===== src/design/integer_field_formatter_assert.svh =====
// ----------------------------------------------------------------------------
// Assertion macros for the integer field formatter
// Shared concurrent assertion forms, clocked on clk and disabled in reset.
// ----------------------------------------------------------------------------
`ifndef INTEGER_FIELD_FORMATTER_ASSERT_SVH
`define INTEGER_FIELD_FORMATTER_ASSERT_SVH

// Same-cycle implication.
`define IFF_ASSERT_NOW(label, ante, cons, msg) \
  label: assert property (@(posedge clk) disable iff (rst) (ante) |-> (cons)) \
    else $error(msg);

// Next-cycle implication.
`define IFF_ASSERT_NEXT(label, ante, cons, msg) \
  label: assert property (@(posedge clk) disable iff (rst) (ante) |=> (cons)) \
    else $error(msg);

`endif


===== src/design/iff_pkg.sv =====
// ----------------------------------------------------------------------------
// Integer field formatter package
// Types, constants and character helpers shared by the formatter modules.
// ----------------------------------------------------------------------------
package iff_pkg;

  // Field width saturates at this many characters.
  localparam int WIDTH_LIMIT = 64;

  // Digit buffer: octal needs the most digits of a 64-bit pattern.
  localparam int DIG_COUNT = 22;
  localparam int DIG_IDX_W = $clog2(DIG_COUNT);

  // Decimal conversion: BCD digits and value bits shifted per cycle.
  localparam int BCD_DIGITS   = 20;
  localparam int BCD_BITS     = 4 * BCD_DIGITS;
  localparam int BITS_PER_CYC = 4;
  localparam int CONV_CYCLES  = 64 / BITS_PER_CYC;
  localparam int CONV_CNT_W   = $clog2(CONV_CYCLES);

  // Queue between front and back.
  localparam int QUEUE_DEPTH = 2;
  localparam int QPTR_W      = $clog2(QUEUE_DEPTH);

  // Base selection codes.
  localparam logic [1:0] OP_DEC  = 2'd0;
  localparam logic [1:0] OP_OCT  = 2'd1;
  localparam logic [1:0] OP_HEXL = 2'd2;
  localparam logic [1:0] OP_HEXU = 2'd3;

  // ASCII characters used by the formatter.
  localparam logic [7:0] CH_SPACE = 8'h20;
  localparam logic [7:0] CH_PLUS  = 8'h2B;
  localparam logic [7:0] CH_MINUS = 8'h2D;
  localparam logic [7:0] CH_ZERO  = 8'h30;
  localparam logic [7:0] CH_UPPER = 8'h41;
  localparam logic [7:0] CH_LOWER = 8'h61;

  // Sign that precedes the digits.
  typedef enum logic [1:0] {
    SIGN_NONE  = 2'd0,
    SIGN_MINUS = 2'd1,
    SIGN_PLUS  = 2'd2,
    SIGN_SPACE = 2'd3
  } sign_t;

  // One classified word as it travels from the front to the back.
  typedef struct packed {
    logic [63:0] mag;
    logic [1:0]  opcode;
    logic [6:0]  width;
    sign_t       sign;
    logic        left;
    logic        zpad;
    logic        center;
  } job_t;

  // Queue status seen by both sides.
  typedef struct packed {
    logic full;
    logic empty;
  } q_stat_t;

  // ASCII character of one digit value.
  function automatic logic [7:0] digit_char(logic [3:0] d, logic upper);
    logic [7:0] c;
    if (d < 4'd10) begin
      c = CH_ZERO + {4'b0, d};
    end else if (upper) begin
      c = CH_UPPER + {4'b0, d} - 8'd10;
    end else begin
      c = CH_LOWER + {4'b0, d} - 8'd10;
    end
    return c;
  endfunction

  // ASCII character of a sign code.
  function automatic logic [7:0] sign_char(sign_t s);
    logic [7:0] c;
    case (s)
      SIGN_MINUS: c = CH_MINUS;
      SIGN_PLUS:  c = CH_PLUS;
      default:    c = CH_SPACE;
    endcase
    return c;
  endfunction

endpackage


===== src/design/integer_field_formatter.sv =====
// ----------------------------------------------------------------------------
// Integer field formatter
// Formats a 64-bit value as a padded ASCII field in decimal, octal or hex,
// one character word per cycle while a field streams and out_stall is low, with the final word marked.
// ----------------------------------------------------------------------------
// After input acceptance a decimal job runs the BCD conversion loop (4 bits per
// cycle) before the field is sized and streamed; octal/hex jobs skip the loop.
// One word per cycle while a field streams and out_stall is low; a queued item
// is popped only once the last word of the previous field has been loaded.
// A two-entry job queue lets the front accept items while the back is busy.
// Reset (synchronous, rst high) empties the queue and clears the output valid.
module integer_field_formatter (
  input  logic        clk,
  input  logic        rst,
  input  logic        in_valid,
  output logic        in_stall,
  input  logic [63:0] value,
  input  logic [1:0]  opcode,
  input  logic [6:0]  field_width,
  input  logic        left_align,
  input  logic        zero_pad,
  input  logic        show_plus,
  input  logic        space_sign,
  input  logic        center_align,
  output logic        out_valid,
  input  logic        out_stall,
  output logic [7:0]  out_char,
  output logic        last_char
);

  iff_pkg::q_stat_t q_stat;
  iff_pkg::job_t    push_job;
  iff_pkg::job_t    pop_job;
  logic             push;
  logic             pop;

  // Front end: classify and enqueue.
  iff_front u_front (
    .in_valid     (in_valid),
    .in_stall     (in_stall),
    .value        (value),
    .opcode       (opcode),
    .field_width  (field_width),
    .left_align   (left_align),
    .zero_pad     (zero_pad),
    .show_plus    (show_plus),
    .space_sign   (space_sign),
    .center_align (center_align),
    .q_stat       (q_stat),
    .push         (push),
    .push_job     (push_job)
  );

  // Job queue between the two halves.
  iff_queue u_queue (
    .clk      (clk),
    .rst      (rst),
    .push     (push),
    .push_job (push_job),
    .pop      (pop),
    .pop_job  (pop_job),
    .q_stat   (q_stat)
  );

  // Back end: convert and stream characters.
  iff_back u_back (
    .clk       (clk),
    .rst       (rst),
    .q_stat    (q_stat),
    .pop_job   (pop_job),
    .pop       (pop),
    .out_valid (out_valid),
    .out_stall (out_stall),
    .out_char  (out_char),
    .last_char (last_char)
  );

endmodule


===== src/design/iff_front.sv =====
// ----------------------------------------------------------------------------
// Formatter front end
// Accepts input words, resolves sign and magnitude, saturates the width and
// pushes a classified job into the queue.
// ----------------------------------------------------------------------------
module iff_front (
  input  logic                 in_valid,
  output logic                 in_stall,
  input  logic [63:0]          value,
  input  logic [1:0]           opcode,
  input  logic [6:0]           field_width,
  input  logic                 left_align,
  input  logic                 zero_pad,
  input  logic                 show_plus,
  input  logic                 space_sign,
  input  logic                 center_align,
  input  iff_pkg::q_stat_t     q_stat,
  output logic                 push,
  output iff_pkg::job_t        push_job
);

  // A word is taken whenever the queue has room.
  assign in_stall = q_stat.full;
  assign push     = in_valid && !q_stat.full;

  // Classify the word: only decimal carries a sign.
  always_comb begin
    push_job.mag    = value;
    push_job.opcode = opcode;
    push_job.sign   = iff_pkg::SIGN_NONE;
    if (opcode == iff_pkg::OP_DEC) begin
      if (value[63]) begin
        push_job.sign = iff_pkg::SIGN_MINUS;
        push_job.mag  = (~value) + 64'd1;
      end else if (show_plus) begin
        push_job.sign = iff_pkg::SIGN_PLUS;
      end else if (space_sign) begin
        push_job.sign = iff_pkg::SIGN_SPACE;
      end
    end
    if (field_width > 7'(iff_pkg::WIDTH_LIMIT)) begin
      push_job.width = 7'(iff_pkg::WIDTH_LIMIT);
    end else begin
      push_job.width = field_width;
    end
    push_job.left   = left_align;
    push_job.zpad   = zero_pad;
    push_job.center = center_align;
  end

endmodule


===== src/design/iff_queue.sv =====
// ----------------------------------------------------------------------------
// Formatter job queue
// Short FIFO of classified jobs between the front and the back.
// ----------------------------------------------------------------------------
module iff_queue (
  input  logic              clk,
  input  logic              rst,
  input  logic              push,
  input  iff_pkg::job_t     push_job,
  input  logic              pop,
  output iff_pkg::job_t     pop_job,
  output iff_pkg::q_stat_t  q_stat
);

  iff_pkg::job_t                 slots [iff_pkg::QUEUE_DEPTH];
  logic [iff_pkg::QPTR_W-1:0]    wptr;
  logic [iff_pkg::QPTR_W-1:0]    rptr;
  logic [iff_pkg::QPTR_W:0]      count;

  assign q_stat.full  = (count == (iff_pkg::QPTR_W + 1)'(iff_pkg::QUEUE_DEPTH));
  assign q_stat.empty = (count == '0);
  assign pop_job      = slots[rptr];

  // Pointers and fill count.
  always_ff @(posedge clk) begin
    if (rst) begin
      wptr  <= '0;
      rptr  <= '0;
      count <= '0;
    end else begin
      if (push) begin
        wptr <= (wptr == iff_pkg::QPTR_W'(iff_pkg::QUEUE_DEPTH - 1)) ? '0 : wptr + 1'b1;
      end
      if (pop) begin
        rptr <= (rptr == iff_pkg::QPTR_W'(iff_pkg::QUEUE_DEPTH - 1)) ? '0 : rptr + 1'b1;
      end
      if (push && !pop) begin
        count <= count + 1'b1;
      end else if (pop && !push) begin
        count <= count - 1'b1;
      end
    end
  end

  // Job storage.
  always_ff @(posedge clk) begin
    if (push) begin
      slots[wptr] <= push_job;
    end
  end

endmodule


===== src/design/iff_back.sv =====
// ----------------------------------------------------------------------------
// Formatter back end
// Converts a job into digits, lays out the padded field and streams its
// characters through an output register, one word per cycle while out_stall is low.
// ----------------------------------------------------------------------------
`include "integer_field_formatter_assert.svh"

module iff_back (
  input  logic              clk,
  input  logic              rst,
  input  iff_pkg::q_stat_t  q_stat,
  input  iff_pkg::job_t     pop_job,
  output logic              pop,
  output logic              out_valid,
  input  logic              out_stall,
  output logic [7:0]        out_char,
  output logic              last_char
);

  typedef enum logic [3:0] {
    S_IDLE = 4'b0001,
    S_CONV = 4'b0010,
    S_SIZE = 4'b0100,
    S_EMIT = 4'b1000
  } state_t;

  state_t                             state;
  iff_pkg::job_t                      job;
  logic [63:0]                        mag;
  logic [iff_pkg::BCD_BITS-1:0]       bcd;
  logic [iff_pkg::CONV_CNT_W-1:0]     cnt;
  logic [3:0]                         dig [iff_pkg::DIG_COUNT];
  logic [6:0]                         b0, b1, b2, b3, total;
  logic [7:0]                         lch;
  logic [6:0]                         pos;

  logic [63:0]                        mag_next;
  logic [iff_pkg::BCD_BITS-1:0]       bcd_next;
  logic [3:0]                         raw_dig [iff_pkg::DIG_COUNT];
  logic [4:0]                         ndig;
  logic                               has_sign;
  logic                               sign_pre;
  logic [6:0]                         len, pad, lpad, rpad;
  logic [7:0]                         lch_next;
  logic [6:0]                         didx_full;
  logic [7:0]                         ch;
  logic                               load;
  logic                               is_last;

  // A new job is taken only once the previous field has been issued.
  assign pop = (state == S_IDLE) && !q_stat.empty;

  // Double dabble, several value bits per cycle, most significant first.
  always_comb begin
    bcd_next = bcd;
    mag_next = mag;
    for (int s = 0; s < iff_pkg::BITS_PER_CYC; s++) begin
      for (int d = 0; d < iff_pkg::BCD_DIGITS; d++) begin
        if (bcd_next[4*d +: 4] >= 4'd5) begin
          bcd_next[4*d +: 4] = bcd_next[4*d +: 4] + 4'd3;
        end
      end
      bcd_next = {bcd_next[iff_pkg::BCD_BITS-2:0], mag_next[63]};
      mag_next = {mag_next[62:0], 1'b0};
    end
  end

  // Octal and hex digits come straight from the bit pattern.
  always_comb begin
    logic [65:0] ext;
    ext = {2'b00, pop_job.mag};
    for (int i = 0; i < iff_pkg::DIG_COUNT; i++) begin
      if (pop_job.opcode == iff_pkg::OP_OCT) begin
        raw_dig[i] = {1'b0, ext[3*i +: 3]};
      end else if (i < 16) begin
        raw_dig[i] = ext[4*i +: 4];
      end else begin
        raw_dig[i] = 4'd0;
      end
    end
  end

  // Digit count: highest nonzero digit, at least one.
  always_comb begin
    logic [4:0] hi;
    hi = 5'd0;
    for (int i = 0; i < iff_pkg::DIG_COUNT; i++) begin
      if (dig[i] != 4'd0) begin
        hi = 5'(i + 1);
      end
    end
    ndig = (hi == 5'd0) ? 5'd1 : hi;
  end

  // Field layout: optional leading sign, left pad, sign, digits, right pad.
  always_comb begin
    has_sign = (job.sign != iff_pkg::SIGN_NONE);
    sign_pre = has_sign && job.zpad && !job.left;
    len      = {2'b00, ndig} + {6'b0, has_sign};
    pad      = (job.width > len) ? job.width - len : 7'd0;
    lpad     = 7'd0;
    rpad     = 7'd0;
    lch_next = iff_pkg::CH_SPACE;
    if (sign_pre) begin
      lpad     = pad;
      lch_next = iff_pkg::CH_ZERO;
    end else if (job.center && pad != 7'd0) begin
      lpad = {1'b0, pad[6:1]};
      rpad = pad - {1'b0, pad[6:1]};
    end else if (job.left) begin
      rpad = pad;
    end else begin
      lpad     = pad;
      lch_next = job.zpad ? iff_pkg::CH_ZERO : iff_pkg::CH_SPACE;
    end
  end

  // Character at the current position of the field.
  always_comb begin
    didx_full = b3 - 7'd1 - pos;
    if (pos < b0) begin
      ch = iff_pkg::sign_char(job.sign);
    end else if (pos < b1) begin
      ch = lch;
    end else if (pos < b2) begin
      ch = iff_pkg::sign_char(job.sign);
    end else if (pos < b3) begin
      ch = iff_pkg::digit_char(dig[didx_full[iff_pkg::DIG_IDX_W-1:0]],
                               job.opcode == iff_pkg::OP_HEXU);
    end else begin
      ch = iff_pkg::CH_SPACE;
    end
  end

  assign load    = (state == S_EMIT) && (!out_valid || !out_stall);
  assign is_last = (pos == total - 7'd1);

  // Sequencer: take a job, convert it (decimal only), size the field, stream it.
  always_ff @(posedge clk) begin
    if (rst) begin
      state <= S_IDLE;
    end else begin
      case (state)
        S_IDLE: begin
          if (pop) begin
            state <= (pop_job.opcode == iff_pkg::OP_DEC) ? S_CONV : S_SIZE;
          end
        end
        S_CONV: begin
          if (cnt == iff_pkg::CONV_CNT_W'(iff_pkg::CONV_CYCLES - 1)) begin
            state <= S_SIZE;
          end
        end
        S_SIZE: begin
          state <= S_EMIT;
        end
        S_EMIT: begin
          if (load && is_last) begin
            state <= S_IDLE;
          end
        end
        default: begin
          state <= S_IDLE;
        end
      endcase
    end
  end

  // Job payload, conversion registers and layout boundaries.
  always_ff @(posedge clk) begin
    if (pop) begin
      job <= pop_job;
      mag <= pop_job.mag;
      bcd <= '0;
      cnt <= '0;
      for (int i = 0; i < iff_pkg::DIG_COUNT; i++) begin
        dig[i] <= raw_dig[i];
      end
    end
    if (state == S_CONV) begin
      mag <= mag_next;
      bcd <= bcd_next;
      cnt <= cnt + 1'b1;
      if (cnt == iff_pkg::CONV_CNT_W'(iff_pkg::CONV_CYCLES - 1)) begin
        for (int i = 0; i < iff_pkg::DIG_COUNT; i++) begin
          if (i < iff_pkg::BCD_DIGITS) begin
            dig[i] <= bcd_next[4*i +: 4];
          end else begin
            dig[i] <= 4'd0;
          end
        end
      end
    end
    if (state == S_SIZE) begin
      b0    <= {6'b0, sign_pre};
      b1    <= {6'b0, sign_pre} + lpad;
      b2    <= {6'b0, sign_pre} + lpad + {6'b0, has_sign && !sign_pre};
      b3    <= {6'b0, has_sign} + lpad + {2'b00, ndig};
      total <= {6'b0, has_sign} + lpad + {2'b00, ndig} + rpad;
      lch   <= lch_next;
      pos   <= 7'd0;
    end
    if (load) begin
      pos <= pos + 7'd1;
    end
  end

  // Output register: holds a word until the receiver takes it.
  always_ff @(posedge clk) begin
    if (rst) begin
      out_valid <= 1'b0;
    end else if (load) begin
      out_valid <= 1'b1;
    end else if (!out_stall) begin
      out_valid <= 1'b0;
    end
  end

  always_ff @(posedge clk) begin
    if (load) begin
      out_char  <= ch;
      last_char <= is_last;
    end
  end

  // The emit position stays inside the field and the field inside the limit.
  `IFF_ASSERT_NOW(a_pos_in_field, state == S_EMIT, pos < total, "emit position past field end")
  `IFF_ASSERT_NOW(a_field_limit, state == S_EMIT, total <= 7'(iff_pkg::WIDTH_LIMIT), "field too long")
  // Only decimal jobs run the conversion loop.
  `IFF_ASSERT_NOW(a_conv_decimal, state == S_CONV, job.opcode == iff_pkg::OP_DEC, "non-decimal in conversion")
  // No job is popped while a field is in progress.
  `IFF_ASSERT_NOW(a_pop_idle, pop, state == S_IDLE, "pop outside idle")
  // Finishing a field returns the sequencer to idle.
  `IFF_ASSERT_NEXT(a_last_idle, load && is_last, state == S_IDLE, "no return to idle after last word")

endmodule


===== config.mk =====
export PLATFORM = sky130hd
export DESIGN_NAME = integer_field_formatter
export DESIGN_NICKNAME = d
export VERILOG_FILES = /design/src/design/iff_pkg.sv /design/src/design/integer_field_formatter.sv /design/src/design/iff_front.sv /design/src/design/iff_queue.sv /design/src/design/iff_back.sv
export VERILOG_INCLUDE_DIRS = /design/src /design/src/design
export SDC_FILE = /design/constraint.sdc
export NUM_CORES = 1
export LEC_CHECK = 0
export BUFFER_PORTS_ARGS = -buffer_cell sky130_fd_sc_hd__buf_2
export CAP_MARGIN = 20
export CORE_MARGIN = 10
export CORE_UTILIZATION = 58
export DETAILED_ROUTE_END_ITERATION = 16
export PLACE_DENSITY = 0.75
export SLEW_MARGIN = 20
export SYNTH_ARGS = -nofsm -noshare
export SYNTH_HDL_FRONTEND = slang
export SYNTH_HIERARCHICAL = 1
export SYNTH_SLANG_ARGS = --single-unit
export TNS_END_PERCENT = 20

===== constraint.sdc =====
create_clock -name clk -period 20.7 [get_ports clk]
set_input_delay 3.105 -clock clk [delete_from_list [all_inputs] [get_ports clk]]
set_output_delay 3.105 -clock clk [all_outputs]
set_load 0.03 [all_outputs]

==> summary.txt <==
Status
  • Run status: complete, no violations

Route
  • DR iter-0 viols: 2479
  • Routed WL per cell: 19.43 um
  • Number of remaining DRC errors: 0
  • Vias per cell: around 6
  • Total number of vias: 24800
  • DRT Pass-1 Iters: 6
  • Antenna-violating nets left: 0
  • Routed Wire Length: just under 80 mm

Synth
  • Post-synth EDFFs: 443
  • Post-Syn Nets: 3502
  • Synth Area in Compound Gates: 14.78%
  • Multiplexer share of the synthesized area: 9.370%
  • Post-synth top flop: edfxtp_1
  • Post-Synth Adder-Cell Area: 8.907%
  • Synth cell types: 106
  • Synth Area in XOR/XNOR: 4.677%
  • Post-Synth Simple-Gate Area: 15.93%
  • Post-Syn Area: about 32000 um^2
  • Main combinational cell family by area after synthesis: simple AND/OR/NAND/NOR gates
  • Ys async rst share: 0%
  • Gate Count Post-Synth: 3193
  • Seq/Total Area, Yosys: between 40% and 50%
  • Syn. warnings: 6
  • Synthesis-stage register bit count: between 400 and 500
  • Mapped Avg Cell Area: 10.15 um^2

Final layout
  • Area grow syn2layout: 8.080%
  • Nets@finish: 3546
  • Fill count: 4350
  • N_diodes: 0
  • Layout cells sized above 1: 11.94%

Critical path
  • Worst R2R End: u_back/total[6]$_DFFE_PP_
  • R2r setup slk: 12060 ps
  • Worst Setup Path Type: flip-flop to flip-flop
  • CP max-delay cell: o31ai_1
  • R2R Path Start: u_back/dig[4][0]$_DFFE_PP_
  • Crit end category: flip-flop
  • Critical Path AT: about 9000 ps
  • R2R depth: 34
  • Critical Path RT: 21030 ps
  • Critical path's largest stage delay: 590 ps
  • Startpoint types: flip-flop
  • Most used cell, CP: ha_1
  • Worst-path fanout max: 10

Global routing
  • Largest net degree at the start of global routing: 99
  • Initial antenna violation count: 0
  • First-pass GRT wire length: 123.9 mm
  • GRT overflow: 0
  • Gr usage total: 22.86%
  • Number of global-route vias before repair: 23792

Clock tree
  • Post-CTS Setup Bufs: 0
  • CTS Sinks: 457
  • CTS Root Cell: clkbuf_16
  • Post-CTS Hold Fix Bufs: 0
  • H-tree level count: 2
  • CTS tree: built
  • Post_cts resized: 0
  • Largest buffer count on any clock path: 3
  • Clock latency on the worst-skew pair: 590 ps
  • CTS buffer count: 47
  • Clock slew at reported path FFs: 60 ps

Timing
  • Period Utilization, post-route: 41.73%
  • Slew @ Worst Pin: 1048 ps
  • Fmax: 115.8 MHz
  • Fin Hold WS: 464.8 ps
  • Slew margin rel.: 30.17%
  • Fin crit period: 8639 ps
  • Final Max Slew Viols: 0
  • Final hold violations: 0
  • Setup Skew: 19.28 ps
  • RSZ-0062 raised after global routing: false
  • Setup TNS: 0 ps
  • # setup viols final: 0

Floorplan
  • Die height: 256.3 um
  • Row cnt: 86
  • Core area: roughly 55000 um^2
  • Die ar.: 65710 um^2
  • Initial Util: 58.68%
  • Die X: 256.3 um
  • Top Ports: 93

Min path
  • Class of the worst hold path: flip-flop to flip-flop
  • Endpoint, Worst Hold: u_back/mag[2]$_SDFFE_PP0P_
  • Hold Startpoint: u_back/mag[2]$_SDFFE_PP0P_
  • Hold Path Stages: 2

Placement
  • Gpl congestion: around 0.91
  • DP HPWL: approximately 58 mm
  • IO Port Bufs: 91

Job
  • Max_cap viols: 0
==> area by class of cell <==
class / count / area (um^2) / share of cell area (%)
multi-input combinational: 2385 / 17460 / 49.87
inverter: 239 / 898.4 / 2.566
clock buffer: 59 / 1264 / 3.609
tap: 748 / 935.9 / 2.673
clock inverter: 28 / 290.3 / 0.8291
timing repair buffer: 107 / 575.6 / 1.644
sequential: 457 / 13590 / 38.81
==> synth_stat cells (8+ instances only) <==
| cell | instances | area (um^2) |
|---|---|---|
| a211o_1 | 8 | 70.07 |
| mux2_2 | 96 | 1081 |
| o21a_1 | 11 | 82.58 |
| buf_2 | 12 | 60.06 |
| o31ai_1 | 24 | 180.2 |
| nand2_1 | 271 | 1017 |
| a22o_1 | 60 | 525.5 |
| a21oi_1 | 181 | 905.9 |
| mux2_4 | 20 | 300.3 |
| a211oi_1 | 39 | 292.8 |
| and3_1 | 56 | 350.3 |
| nor2b_1 | 75 | 469.2 |
| nor2_1 | 238 | 893.4 |
| or2_2 | 19 | 118.9 |
| dfxtp_1 | 14 | 280.3 |
| o21ai_0 | 136 | 680.7 |
| or4_1 | 17 | 127.6 |
| nand3_1 | 60 | 300.3 |
| ha_1 | 221 | 2765 |
| edfxtp_1 | 443 | 13300 |
| or3_1 | 27 | 168.9 |
| a21o_1 | 37 | 277.8 |
| o211ai_1 | 25 | 187.7 |
| clkbuf_1 | 80 | 300.3 |
| nor3b_1 | 19 | 142.6 |
| buf_4 | 8 | 60.06 |
| o21ai_1 | 25 | 125.1 |
| a31oi_1 | 25 | 156.4 |
| o22ai_1 | 8 | 50.05 |
| and2_1 | 24 | 150.1 |
| nand2b_1 | 77 | 481.7 |
| xnor2_1 | 112 | 980.9 |
| o2111a_1 | 8 | 90.09 |
| a221oi_1 | 8 | 70.07 |
| inv_1 | 234 | 878.3 |
| xor2_1 | 61 | 534.3 |
| nor3_1 | 49 | 245.2 |
| nor4_1 | 35 | 219.0 |
| o21bai_1 | 12 | 90.09 |
| mux2i_1 | 113 | 1131 |
| mux4_2 | 22 | 495.5 |
==> metal layers <==
metal / vias to the layer above / wire length, um / track usage (%)
met3: 99 / 6085 / 3.742
met5: - / 0 / 0
met2: 903 / 36260 / 37.12
met4: 0 / 1657 / 6.150
li1: 11808 / - / -
met1: 11990 / 34180 / 31.24
==> cell families after synthesis <==
| logic type | after synthesis |
|---|---|
| other cells | 2 |
| xor+xnor | 173 |
| compound gates | 709 |
| mux | 253 |
| simple gates | 1021 |
| buf+inv | 351 |
| flops | 457 |
| fa+ha+maj | 227 |
==> registers in the layout, summed over array words and instances, names as in the netlist, 7 cells and up, named ones only <==
name and flops:
u_back/dig 84, u_back/mag 64, u_back/b2 7, u_queue/slots 156
u_back/bcd 80, u_back/pos 7, u_back/job 14, u_back/b3 7
u_back/out_char 7, u_back/b1 7, u_back/total 7
==> cells in the final DEF, fill, tap and decap left out, types with 27 or more instances in the layout <==
master / count
a211oi_1: 39
buf_2: 91
and3_1: 56
clkbuf_16: 49
o21ai_0: 136
nor2b_1: 73
a21oi_1: 181
xor2_1: 61
nand2b_1: 76
xnor2_1: 112
mux2_2: 96
ha_1: 221
nor3_1: 49
nand2_1: 269
a22o_1: 60
mux2i_1: 113
or3_1: 27
inv_1: 234
a21o_1: 37
nor2_1: 237
edfxtp_1: 443
nor4_1: 35
nand3_1: 60
==> critical path, delay by kind of cell, from the launching register on <==
| family | cells | cell delay, ps |
|---|---|---|
| buffers and inverters | 2 | 280 |
| adders and majority gates | 6 | 1700 |
| DFF | 1 | 410 |
| and+or+nand+nor | 8 | 1820 |
| xor gates and xnor gates | 4 | 580 |
| AOI/OAI and AO/OA | 14 | 3580 |
==> through the flow <==
stage | setup WS [ps] | area, um^2 | util, % | std cells
CTS | 12100 | 35000 | 63.41 | 4023
detailed placement | 12200 | 33450 | 60.59 | 3936
global placement | 12300 | 33450 | 60.59 | 3936
floorplan | 13340 | 32390 | - | 3193
global route | 11620 | 35010 | 63.43 | 4023
finish | 12060 | 35010 | 63.43 | 4023
==> worst max path at each step <==
stage | start | end | slack [ps] | cells after the start
floorplan | in_valid | u_queue/slots[0][0]$_DFFE_PP_ | 13340 | 2
global placement | u_back/dig[4][1]$_DFFE_PP_ | u_back/total[6]$_DFFE_PP_ | 12300 | 34
detailed placement | u_back/dig[4][1]$_DFFE_PP_ | u_back/total[6]$_DFFE_PP_ | 12200 | 34
CTS | u_back/dig[4][0]$_DFFE_PP_ | u_back/total[6]$_DFFE_PP_ | 12100 | 34
global route | u_back/dig[4][1]$_DFFE_PP_ | u_back/total[6]$_DFFE_PP_ | 11620 | 34
finish | u_back/dig[4][0]$_DFFE_PP_ | u_back/total[6]$_DFFE_PP_ | 12060 | 34
Power is left out: the tool's default activity adds up to more than one toggle a clock period on the data nets, which glitch-free logic cannot reach.
